## config.mk

```make
export PLATFORM = sky130hd
export DESIGN_NAME = sprite_xor_framebuffer_core_flat
export DESIGN_NICKNAME = d
export VERILOG_FILES = /design/src/sv/sxf_pkg.sv /design/src/sv/sxf_if.sv /design/src/sv/sprite_xor_framebuffer_core.sv /design/src/flat_wrapper.sv
export SDC_FILE = /design/constraint.sdc
export NUM_CORES = 2
export LEC_CHECK = 0
export ABC_AREA = 1
export BUFFER_PORTS_ARGS = -buffer_cell sky130_fd_sc_hd__clkbuf_2
export CAP_MARGIN = 20
export CORE_MARGIN = 8
export CORE_UTILIZATION = 45
export CTS_CLUSTER_DIAMETER = 40
export CTS_CLUSTER_SIZE = 8
export DETAILED_ROUTE_END_ITERATION = 7
export PLACE_DENSITY_LB_ADDON = 0.2
export SYNTH_ARGS = -nofsm -noshare
export SYNTH_HDL_FRONTEND = slang
export SYNTH_SLANG_ARGS = --single-unit
```

## constraint.sdc

```tcl
create_clock -name clk -period 11.4 [get_ports clk]
set_input_delay 1.14 -clock clk [delete_from_list [all_inputs] [get_ports clk]]
set_output_delay 1.14 -clock clk [all_outputs]
set_load 0.1 [all_outputs]
```

## src/sv/sxf_pkg.sv

```systemverilog
`default_nettype none

package sxf_pkg;

	localparam int SCREEN_WIDTH  = 64;
	localparam int SCREEN_HEIGHT = 32;

	localparam int COL_W = $clog2(SCREEN_WIDTH);
	localparam int ROW_W = $clog2(SCREEN_HEIGHT);

	localparam int SPRITE_COLS = 8;
	localparam int ROFF_DEPTH  = 16;

	// action codes
	localparam logic ACT_DRAW = 1'b0;
	localparam logic ACT_READ = 1'b1;

	typedef logic [COL_W-1:0]        col_t;
	typedef logic [ROW_W-1:0]        row_t;
	typedef logic [SCREEN_WIDTH-1:0] line_t;

	// Reduction tables, built at elaboration.
	function automatic logic [255:0][COL_W-1:0] gen_col_tab();
		logic [255:0][COL_W-1:0] t;
		for (int i = 0; i < 256; i++) begin
			t[i] = COL_W'(i % SCREEN_WIDTH);
		end
		return t;
	endfunction

	function automatic logic [255:0][ROW_W-1:0] gen_row_tab();
		logic [255:0][ROW_W-1:0] t;
		for (int i = 0; i < 256; i++) begin
			t[i] = ROW_W'(i % SCREEN_HEIGHT);
		end
		return t;
	endfunction

	function automatic logic [ROFF_DEPTH-1:0][ROW_W-1:0] gen_roff_tab();
		logic [ROFF_DEPTH-1:0][ROW_W-1:0] t;
		for (int i = 0; i < ROFF_DEPTH; i++) begin
			t[i] = ROW_W'(i % SCREEN_HEIGHT);
		end
		return t;
	endfunction

	localparam logic [255:0][COL_W-1:0]        COL_TAB  = gen_col_tab();
	localparam logic [255:0][ROW_W-1:0]        ROW_TAB  = gen_row_tab();
	localparam logic [ROFF_DEPTH-1:0][ROW_W-1:0] ROFF_TAB = gen_roff_tab();

	// Operands already below the modulus, so one compare and subtract.
	function automatic col_t col_wrap(logic [COL_W:0] s);
		logic [COL_W:0] r;
		r = s;
		if (s >= (COL_W+1)'(SCREEN_WIDTH)) begin
			r = s - (COL_W+1)'(SCREEN_WIDTH);
		end
		return r[COL_W-1:0];
	endfunction

	function automatic row_t row_wrap(logic [ROW_W:0] s);
		logic [ROW_W:0] r;
		r = s;
		if (s >= (ROW_W+1)'(SCREEN_HEIGHT)) begin
			r = s - (ROW_W+1)'(SCREEN_HEIGHT);
		end
		return r[ROW_W-1:0];
	endfunction

endpackage

`default_nettype wire

```

## src/sv/sxf_if.sv

```systemverilog
`default_nettype none

interface sxf_in_if;
	logic       valid;
	logic       ready;
	logic       action;
	logic [7:0] x_pos;
	logic [7:0] y_pos;
	logic [3:0] row_offset;
	logic [7:0] row_bits;
	logic       first_row;
	logic       last_row;

	modport source (
		output valid, action, x_pos, y_pos, row_offset, row_bits, first_row, last_row,
		input  ready
	);
	modport sink (
		input  valid, action, x_pos, y_pos, row_offset, row_bits, first_row, last_row,
		output ready
	);
endinterface

interface sxf_out_if;
	logic valid;
	logic ready;
	logic collision;
	logic pixel_value;
	logic draw_done;

	modport source (
		output valid, collision, pixel_value, draw_done,
		input  ready
	);
	modport sink (
		input  valid, collision, pixel_value, draw_done,
		output ready
	);
endinterface

`default_nettype wire

```

## src/sv/sprite_xor_framebuffer_core.sv

```systemverilog
`default_nettype none

// Monochrome SCREEN_WIDTH x SCREEN_HEIGHT framebuffer (64x32) with the classic
// sprite XOR draw. Each req transfer is either one sprite row (action draw) or
// one pixel read (action read), and yields exactly one rsp transfer. A draw
// toggles the pixels of the set bits of row_bits (bit 7 leftmost) at
// ((x_pos+col) mod width, (y_pos+row_offset) mod height), wrapping pixel by
// pixel; collision is cleared by first_row and set when a lit pixel is erased,
// and the rsp carries the running flag with draw_done = last_row. A read
// returns the pixel at (x_pos mod width, y_pos mod height) and the current flag.
// Throughput is one transfer per cycle while rsp is not stalled: the frame
// is held as one word per screen row, so every item is a single row-wide
// read-modify-write; a write is forwarded to the item right behind it. An
// item passes stage 1, then the result register. After reset the frame reads
// as all dark at once (per-row valid bits), no clearing pass is needed.
module sprite_xor_framebuffer_core
	import sxf_pkg::*;
(
	input  wire logic   clk,
	input  wire logic   arst_n,
	sxf_in_if.sink      req,
	sxf_out_if.source   rsp
);

	// ---------------------------------------------------------------
	// Input side: row address for the memory read at transfer time
	// ---------------------------------------------------------------
	logic           fire_s1;
	logic           acc;
	row_t           rd_row;
	logic [ROW_W:0] row_sum;

	assign acc = req.valid && req.ready;

	// y and row_offset are each reduced first, so the sum is below 2*height
	assign row_sum = {1'b0, ROW_TAB[req.y_pos]} + {1'b0, ROFF_TAB[req.row_offset]};

	always_comb begin
		if (req.action == ACT_READ) begin
			rd_row = ROW_TAB[req.y_pos];
		end else begin
			rd_row = row_wrap(row_sum);
		end
	end

	// ---------------------------------------------------------------
	// Stage 1 registers: the accepted item
	// ---------------------------------------------------------------
	logic       vld_s1;
	logic       act_s1;
	logic [7:0] x_s1;
	logic [7:0] bits_s1;
	logic       first_s1;
	logic       last_s1;
	row_t       row_s1;

	assign req.ready = !vld_s1 || fire_s1;

	always_ff @(posedge clk or negedge arst_n) begin
		if (!arst_n) begin
			vld_s1 <= 1'b0;
		end else if (acc) begin
			vld_s1 <= 1'b1;
		end else if (fire_s1) begin
			vld_s1 <= 1'b0;
		end
	end

	always_ff @(posedge clk) begin
		if (acc) begin
			act_s1   <= req.action;
			x_s1     <= req.x_pos;
			bits_s1  <= req.row_bits;
			first_s1 <= req.first_row;
			last_s1  <= req.last_row;
			row_s1   <= rd_row;
		end
	end

	// ---------------------------------------------------------------
	// Frame memory: one word per screen row, read registered
	// ---------------------------------------------------------------
	line_t                   mem_q [SCREEN_HEIGHT];
	line_t                   rd_q;
	logic [SCREEN_HEIGHT-1:0] row_vld_q;
	logic                    rdv_q;
	logic                    wr_en;
	line_t                   wr_data;

	always_ff @(posedge clk) begin
		if (wr_en) begin
			mem_q[row_s1] <= wr_data;
		end
		if (acc) begin
			rd_q <= mem_q[rd_row];
		end
	end

	// A row never written since reset reads as dark.
	always_ff @(posedge clk or negedge arst_n) begin
		if (!arst_n) begin
			row_vld_q <= '0;
			rdv_q     <= 1'b0;
		end else begin
			if (wr_en) begin
				row_vld_q[row_s1] <= 1'b1;
			end
			if (acc) begin
				rdv_q <= row_vld_q[rd_row];
			end
		end
	end

	// Last write kept for forwarding: it is always the current content of
	// its row, so a hit on it overrides the (possibly stale) read data.
	logic  fwd_vld_q;
	row_t  fwd_row_q;
	line_t fwd_data_q;

	always_ff @(posedge clk or negedge arst_n) begin
		if (!arst_n) begin
			fwd_vld_q <= 1'b0;
		end else if (wr_en) begin
			fwd_vld_q <= 1'b1;
		end
	end

	always_ff @(posedge clk) begin
		if (wr_en) begin
			fwd_row_q  <= row_s1;
			fwd_data_q <= wr_data;
		end
	end

	// ---------------------------------------------------------------
	// Stage 1 logic: toggle mask, collision, pixel pick
	// ---------------------------------------------------------------
	line_t row_now;
	line_t mask;
	col_t  xb;
	logic  coll_q;
	logic  coll_nxt;
	logic  pix;

	assign xb = COL_TAB[x_s1];

	always_comb begin
		if (fwd_vld_q && (fwd_row_q == row_s1)) begin
			row_now = fwd_data_q;
		end else if (rdv_q) begin
			row_now = rd_q;
		end else begin
			row_now = '0;
		end
	end

	// bit 7 of the row byte is the leftmost sprite column
	always_comb begin
		mask = '0;
		for (int c = 0; c < SPRITE_COLS; c++) begin
			if (bits_s1[SPRITE_COLS-1-c]) begin
				mask[col_wrap({1'b0, xb} + (COL_W+1)'(c))] = 1'b1;
			end
		end
	end

	assign wr_data  = row_now ^ mask;
	assign coll_nxt = (first_s1 ? 1'b0 : coll_q) | (|(row_now & mask));
	assign pix      = row_now[xb];
	assign wr_en    = fire_s1 && (act_s1 == ACT_DRAW);

	always_ff @(posedge clk or negedge arst_n) begin
		if (!arst_n) begin
			coll_q <= 1'b0;
		end else if (wr_en) begin
			coll_q <= coll_nxt;
		end
	end

	// ---------------------------------------------------------------
	// Result register
	// ---------------------------------------------------------------
	logic out_vld_q;
	logic out_coll_q;
	logic out_pix_q;
	logic out_done_q;

	assign fire_s1 = vld_s1 && (!out_vld_q || rsp.ready);

	always_ff @(posedge clk or negedge arst_n) begin
		if (!arst_n) begin
			out_vld_q <= 1'b0;
		end else if (fire_s1) begin
			out_vld_q <= 1'b1;
		end else if (rsp.ready) begin
			out_vld_q <= 1'b0;
		end
	end

	always_ff @(posedge clk) begin
		if (fire_s1) begin
			if (act_s1 == ACT_READ) begin
				out_coll_q <= coll_q;
				out_pix_q  <= pix;
				out_done_q <= 1'b0;
			end else begin
				out_coll_q <= coll_nxt;
				out_pix_q  <= 1'b0;
				out_done_q <= last_s1;
			end
		end
	end

	assign rsp.valid       = out_vld_q;
	assign rsp.collision   = out_coll_q;
	assign rsp.pixel_value = out_pix_q;
	assign rsp.draw_done   = out_done_q;

`ifndef SYNTHESIS
	// A result is never both a read with a lit pixel and an end-of-sprite draw.
	a_rsp_kind: assert property (@(posedge clk) disable iff (!arst_n)
		rsp.valid |-> !(rsp.pixel_value && rsp.draw_done))
		else $error("rsp carries both pixel_value and draw_done");

	// Back-pressure only comes from a full result register that is not drained.
	a_stall_src: assert property (@(posedge clk) disable iff (!arst_n)
		!req.ready |-> (vld_s1 && out_vld_q && !rsp.ready))
		else $error("req stalled without a blocked result");

	// An empty first row leaves the flag cleared.
	a_first_clr: assert property (@(posedge clk) disable iff (!arst_n)
		(wr_en && first_s1 && (bits_s1 == 8'h00)) |=> !coll_q)
		else $error("collision flag not cleared by empty first row");
`endif

endmodule

`default_nettype wire

```

## src/flat_wrapper.sv

```systemverilog
// flat-port wrapper written by rule: the top's interface ports become plain ports
module sprite_xor_framebuffer_core_flat import sxf_pkg::*;
  (clk, arst_n, req_valid, req_action, req_x_pos, req_y_pos, req_row_offset, req_row_bits, req_first_row, req_last_row, req_ready, rsp_valid, rsp_collision, rsp_pixel_value, rsp_draw_done, rsp_ready);
  sxf_in_if req_i ();
  sxf_out_if rsp_i ();
  input  wire logic clk;
  input  wire logic arst_n;
  input wire logic [$bits(req_i.valid)-1:0] req_valid;
  input wire logic [$bits(req_i.action)-1:0] req_action;
  input wire logic [$bits(req_i.x_pos)-1:0] req_x_pos;
  input wire logic [$bits(req_i.y_pos)-1:0] req_y_pos;
  input wire logic [$bits(req_i.row_offset)-1:0] req_row_offset;
  input wire logic [$bits(req_i.row_bits)-1:0] req_row_bits;
  input wire logic [$bits(req_i.first_row)-1:0] req_first_row;
  input wire logic [$bits(req_i.last_row)-1:0] req_last_row;
  output wire logic [$bits(req_i.ready)-1:0] req_ready;
  output wire logic [$bits(rsp_i.valid)-1:0] rsp_valid;
  output wire logic [$bits(rsp_i.collision)-1:0] rsp_collision;
  output wire logic [$bits(rsp_i.pixel_value)-1:0] rsp_pixel_value;
  output wire logic [$bits(rsp_i.draw_done)-1:0] rsp_draw_done;
  input wire logic [$bits(rsp_i.ready)-1:0] rsp_ready;
  assign req_i.valid = req_valid;
  assign req_i.action = req_action;
  assign req_i.x_pos = req_x_pos;
  assign req_i.y_pos = req_y_pos;
  assign req_i.row_offset = req_row_offset;
  assign req_i.row_bits = req_row_bits;
  assign req_i.first_row = req_first_row;
  assign req_i.last_row = req_last_row;
  assign req_ready = req_i.ready;
  assign rsp_valid = rsp_i.valid;
  assign rsp_collision = rsp_i.collision;
  assign rsp_pixel_value = rsp_i.pixel_value;
  assign rsp_draw_done = rsp_i.draw_done;
  assign rsp_i.ready = rsp_ready;
  sprite_xor_framebuffer_core u_core (.clk(clk), .arst_n(arst_n), .req(req_i), .rsp(rsp_i));
endmodule
```

==> impl_metrics.ini <==
[clocking]
cts.sinks = 2249
h-tree-depth = 5
cts-resized-gates = 0
hold_buffers = 0
cts_tree = yes
numCtsBuffers = 372
clk_latency_ns = 0.95
clkTransAtPathRegs_ns = 0.05
clockBufferDepth = 4
cts-root-buf = clkbuf_16
postCtsSetupBuffers = 0

[sta]
finalCritPeriodShare_pct = 52.5
tightest_slew_ns = 1.20
setup_viol = 0
hold-worst-slack_ns = 0.384
fin_crit_ns = 5.99
finClkSkew_ns = 0.0610
max_freq_mhz = 167
finalSetupTns_ns = 0
hold_viol_final = 0
rsz0062_at_grt = false
slew_headroom_pct = 19.9
worst_slack_ns = 5.41
drv_slew = 0

[critical_path]
cp_slowest_cell = dfxtp_1
cp_max_fo = 15
cp_num_buf_inv = 2
r2r_start = u_core.xb[0]
max_stage_delay_ns = 0.94
endpoint = u_core.rsp.collision
cp.depth = 17
reg2regPathDepth = 17
critical-path-top-delay-family = simple AND/OR/NAND/NOR gates
rrSetupSlack_ns = 5.41
start_kind = flop
crit_arrival_ns = 6.65
critPathCaptureType = flop
worstPathCellList = inv_2, nand2_1, nand2_1, xor2_1, nor2_1, nand2_1, o21ai_0, nor3_1, o221ai_1, ha_1, nor4_1, nand4_1, nor4_1, buf_2, o21ai_0, nand2_1, o21ai_0
critical_path.startpoint = u_core.xb[0]
crit_top_cell = nand2_1
r2r-end = u_core.rsp.collision
crit_type = reg2reg
cp.required_ns = 12.06

[power_and_ir_drop]
leakage_nw = 36.7
p_per_area_nw_per_um2 = 216
p_total_mw = 23.4
vdd_drop_max_v = 0.000164

[die]
num_rows = 167
dieArea_um2 = 223000
core_area_um2 = 207000
floorplan.io_pins = 40
start_util_pct = 45.3
dieHeight_um = 472
dieWidth_um = 472

[min_path]
hp-class = in2async

[grt]
grt_pass1_wl_um = 439000
antenna_found_initial = 7
overflow = 0
track_usage_pct = 26.5
grt_pass1_vias = 61343
grt_max_degree = 206

[layout]
final_cells = 10681
final_layout_size_suffix_gt1_share_pct = 9.52
multiInputGateArea_um2 = 24100
area.growth.synth_to_final_pct = 15.5
regArea_um2 = 67300
n_fill_cell = 17355
finalNetCount = 7828

[placed_design]
numPortBuffers = 34
gp_congestion = 1.05
place_inst = 10115
place_ws_ns = 5.24
hpwl_um = 170000

[job]
cap_violations = 0

[route]
wl_per_cell_um = 28.8
routed_wl_um = 308000
via_per_inst = 6.07
first_iter_violations = 8050
firstDrtPassIters = 8
drtAntennaViolNets = 0
via_count = 64802
drc = 0

[logic_synthesis]
synth_area_leaders = edfxtp_1 71%, nor2_1 6.7%, o21ai_0 5.7%, o221ai_1 2.7%, a21oi_1 2.3%
synth_largest_area_cell = edfxtp_1
netlist_instances = 7641
synth_seq_cells = 2249
synth_cell_types = 41
netlist.area_leader.share_pct = 70.6
syn_area_per_cell_um2 = 12.3
ys_warn_count = 0
ys_seq_area_share_pct = 71.8
synth_nets = 7749
synth_area_um2 = 93800

[status]
outcome = finished, final reports clean
## synth_stat cells, drive strengths merged
cell type	count
a211oi	4
a21o	1
a21oi	423
a221oi	19
a22oi	12
and2	56
buf	163
clkbuf	319
clkinv	3
dfrtp	37
dfxtp	6
edfxtp	2206
fa	1
ha	72
inv	203
nand2	387
nand3	131
nand3b	49
nand4	11
nor2	1685
nor3	120
nor4	17
o2111ai	9
o211ai	7
o21a	10
o21ai	1076
o221ai	288
o22ai	163
o31ai	128
or2	18
xor2	17
## power by group
| group | leakage [nW] | total [mW] | internal (mW) | switching, mW |
|---|---|---|---|---|
| clock network | 5.30 | 9.98 | 6.44 | 3.54 |
| logic | 10.7 | 3.27 | 0.764 | 2.51 |
| registers | 20.7 | 10.2 | 10.1 | 0.0940 |
| total | 36.7 | 23.4 | 17.3 | 6.15 |
## area by class of cell
| type | instances | area share (%) |
|---|---|---|
| flip-flops and latches | 2249 | 62.1 |
| multi-input cells | 4704 | 22.2 |
| clock buffers | 447 | 9.02 |
| well taps | 2788 | 3.22 |
| repair buffers | 187 | 1.68 |
| clock inverters | 99 | 0.998 |
| inverters | 206 | 0.749 |
| diodes | 1 | 0.00231 |
## per-stage QoR
step / util (%) / area (um^2)
after global routing: 52.3 / 108000
after global placement: 46.8 / 97000
after detailed placement: 46.8 / 97000
after CTS: 52.1 / 108000
final: 52.3 / 108000
after floorplan: - / 93800
## kinds of logic after synthesis
kind of cell / Yosys count / share of synthesized area, %
AND/OR/NAND/NOR: 2474 / 10.8
flip-flops: 2249 / 71.8
AO/OA/AOI/OAI: 2140 / 13.3
buffers and inverters: 688 / 2.95
adder cells (fa/ha/maj): 73 / 0.982
XOR/XNOR: 17 / 0.199
## worst register-to-register path, stage by stage (launching register included)
cell	delay, ns
dfxtp_1	0.94
inv_2	0.38
nand2_1	0.38
nand2_1	0.11
xor2_1	0.53
nor2_1	0.14
nand2_1	0.30
o21ai_0	0.31
nor3_1	0.38
o221ai_1	0.29
ha_1	0.29
nor4_1	0.42
nand4_1	0.36
nor4_1	0.34
buf_2	0.25
o21ai_0	0.13
nand2_1	0.07
o21ai_0	0.08
## registers in the layout, indices dropped and copies added, names as in the netlist
| name | count |
|---|---|
| u_core.act_s1 | 1 |
| u_core.rsp.draw_done | 1 |
| u_core.x_s1 | 6 |
| u_core.vld_s1 | 1 |
| u_core.bits_s1 | 8 |
| u_core.fwd_row_q | 5 |
| u_core.mem_q | 2048 |
| u_core.rd_q | 64 |
| u_core.xb | 6 |
| u_core.rdv_q | 1 |
| u_core.rsp.collision | 1 |
| u_core.fwd_data_q | 64 |
| u_core.row_vld_q | 32 |
| u_core.rsp.valid | 1 |
| u_core.first_s1 | 1 |
| u_core.coll_q | 1 |
| u_core.row_s1 | 5 |
| u_core.fwd_vld_q | 1 |
| u_core.rsp.pixel_value | 1 |
| u_core.last_s1 | 1 |
## cells in the final DEF (no fill, tap or decap), types with 9 or more instances in the layout
cell type  Yosys  layout
a21oi_1      422     422
a221oi_1      19      19
a22oi_1       12      12
and2_1        56      56
buf_12         0      16
buf_16         0      15
buf_4         12     121
bufinv_16      0      22
clkbuf_1     319      65
clkbuf_16      0     379
clkbuf_2       0      34
clkinv_1       3      34
clkinv_2       0      26
dfrtp_1       37      36
edfxtp_1    2206    2206
ha_1          72      72
inv_1        175     174
inv_2         28      25
nand2_1      382     381
nand3_1      131     130
nand3b_1      49      49
nand4_1       11      11
nor2_1      1675    1638
nor2_2        10      12
nor2_4         0      35
nor3_1       117     117
nor4_1        17      17
o2111ai_1      9       9
o21a_1        10      10
o21ai_0     1059    1059
o21ai_1       15      15
o221ai_1     288     288
o22ai_1      163     163
o31ai_1      128     128
or2_2         18      18
xor2_1        12      11
## routing by layer
layer  track usage (%)  up-vias  part of all wire, %
met1              38.5    32763                   43
met5                 0        -               0.0042
met3              4.63      517                  8.2
met4              8.19        2                  3.0
li1                  -    28487                    -
met2              41.1     3033                   46
## worst min-delay path by stage
stage                        start                   end  cells past startpoint
floorplan           u_core.x_s1[0]          u_core.xb[0]                      2
global placement    u_core.x_s1[2]          u_core.xb[2]                      2
detailed placement  u_core.x_s1[2]          u_core.xb[2]                      2
CTS                         arst_n  u_core.row_vld_q[17]                      1
global route          req_x_pos[4]        u_core.x_s1[4]                      1
finish                      arst_n  u_core.row_vld_q[17]                      1
(Power assumes the default switching activity.)
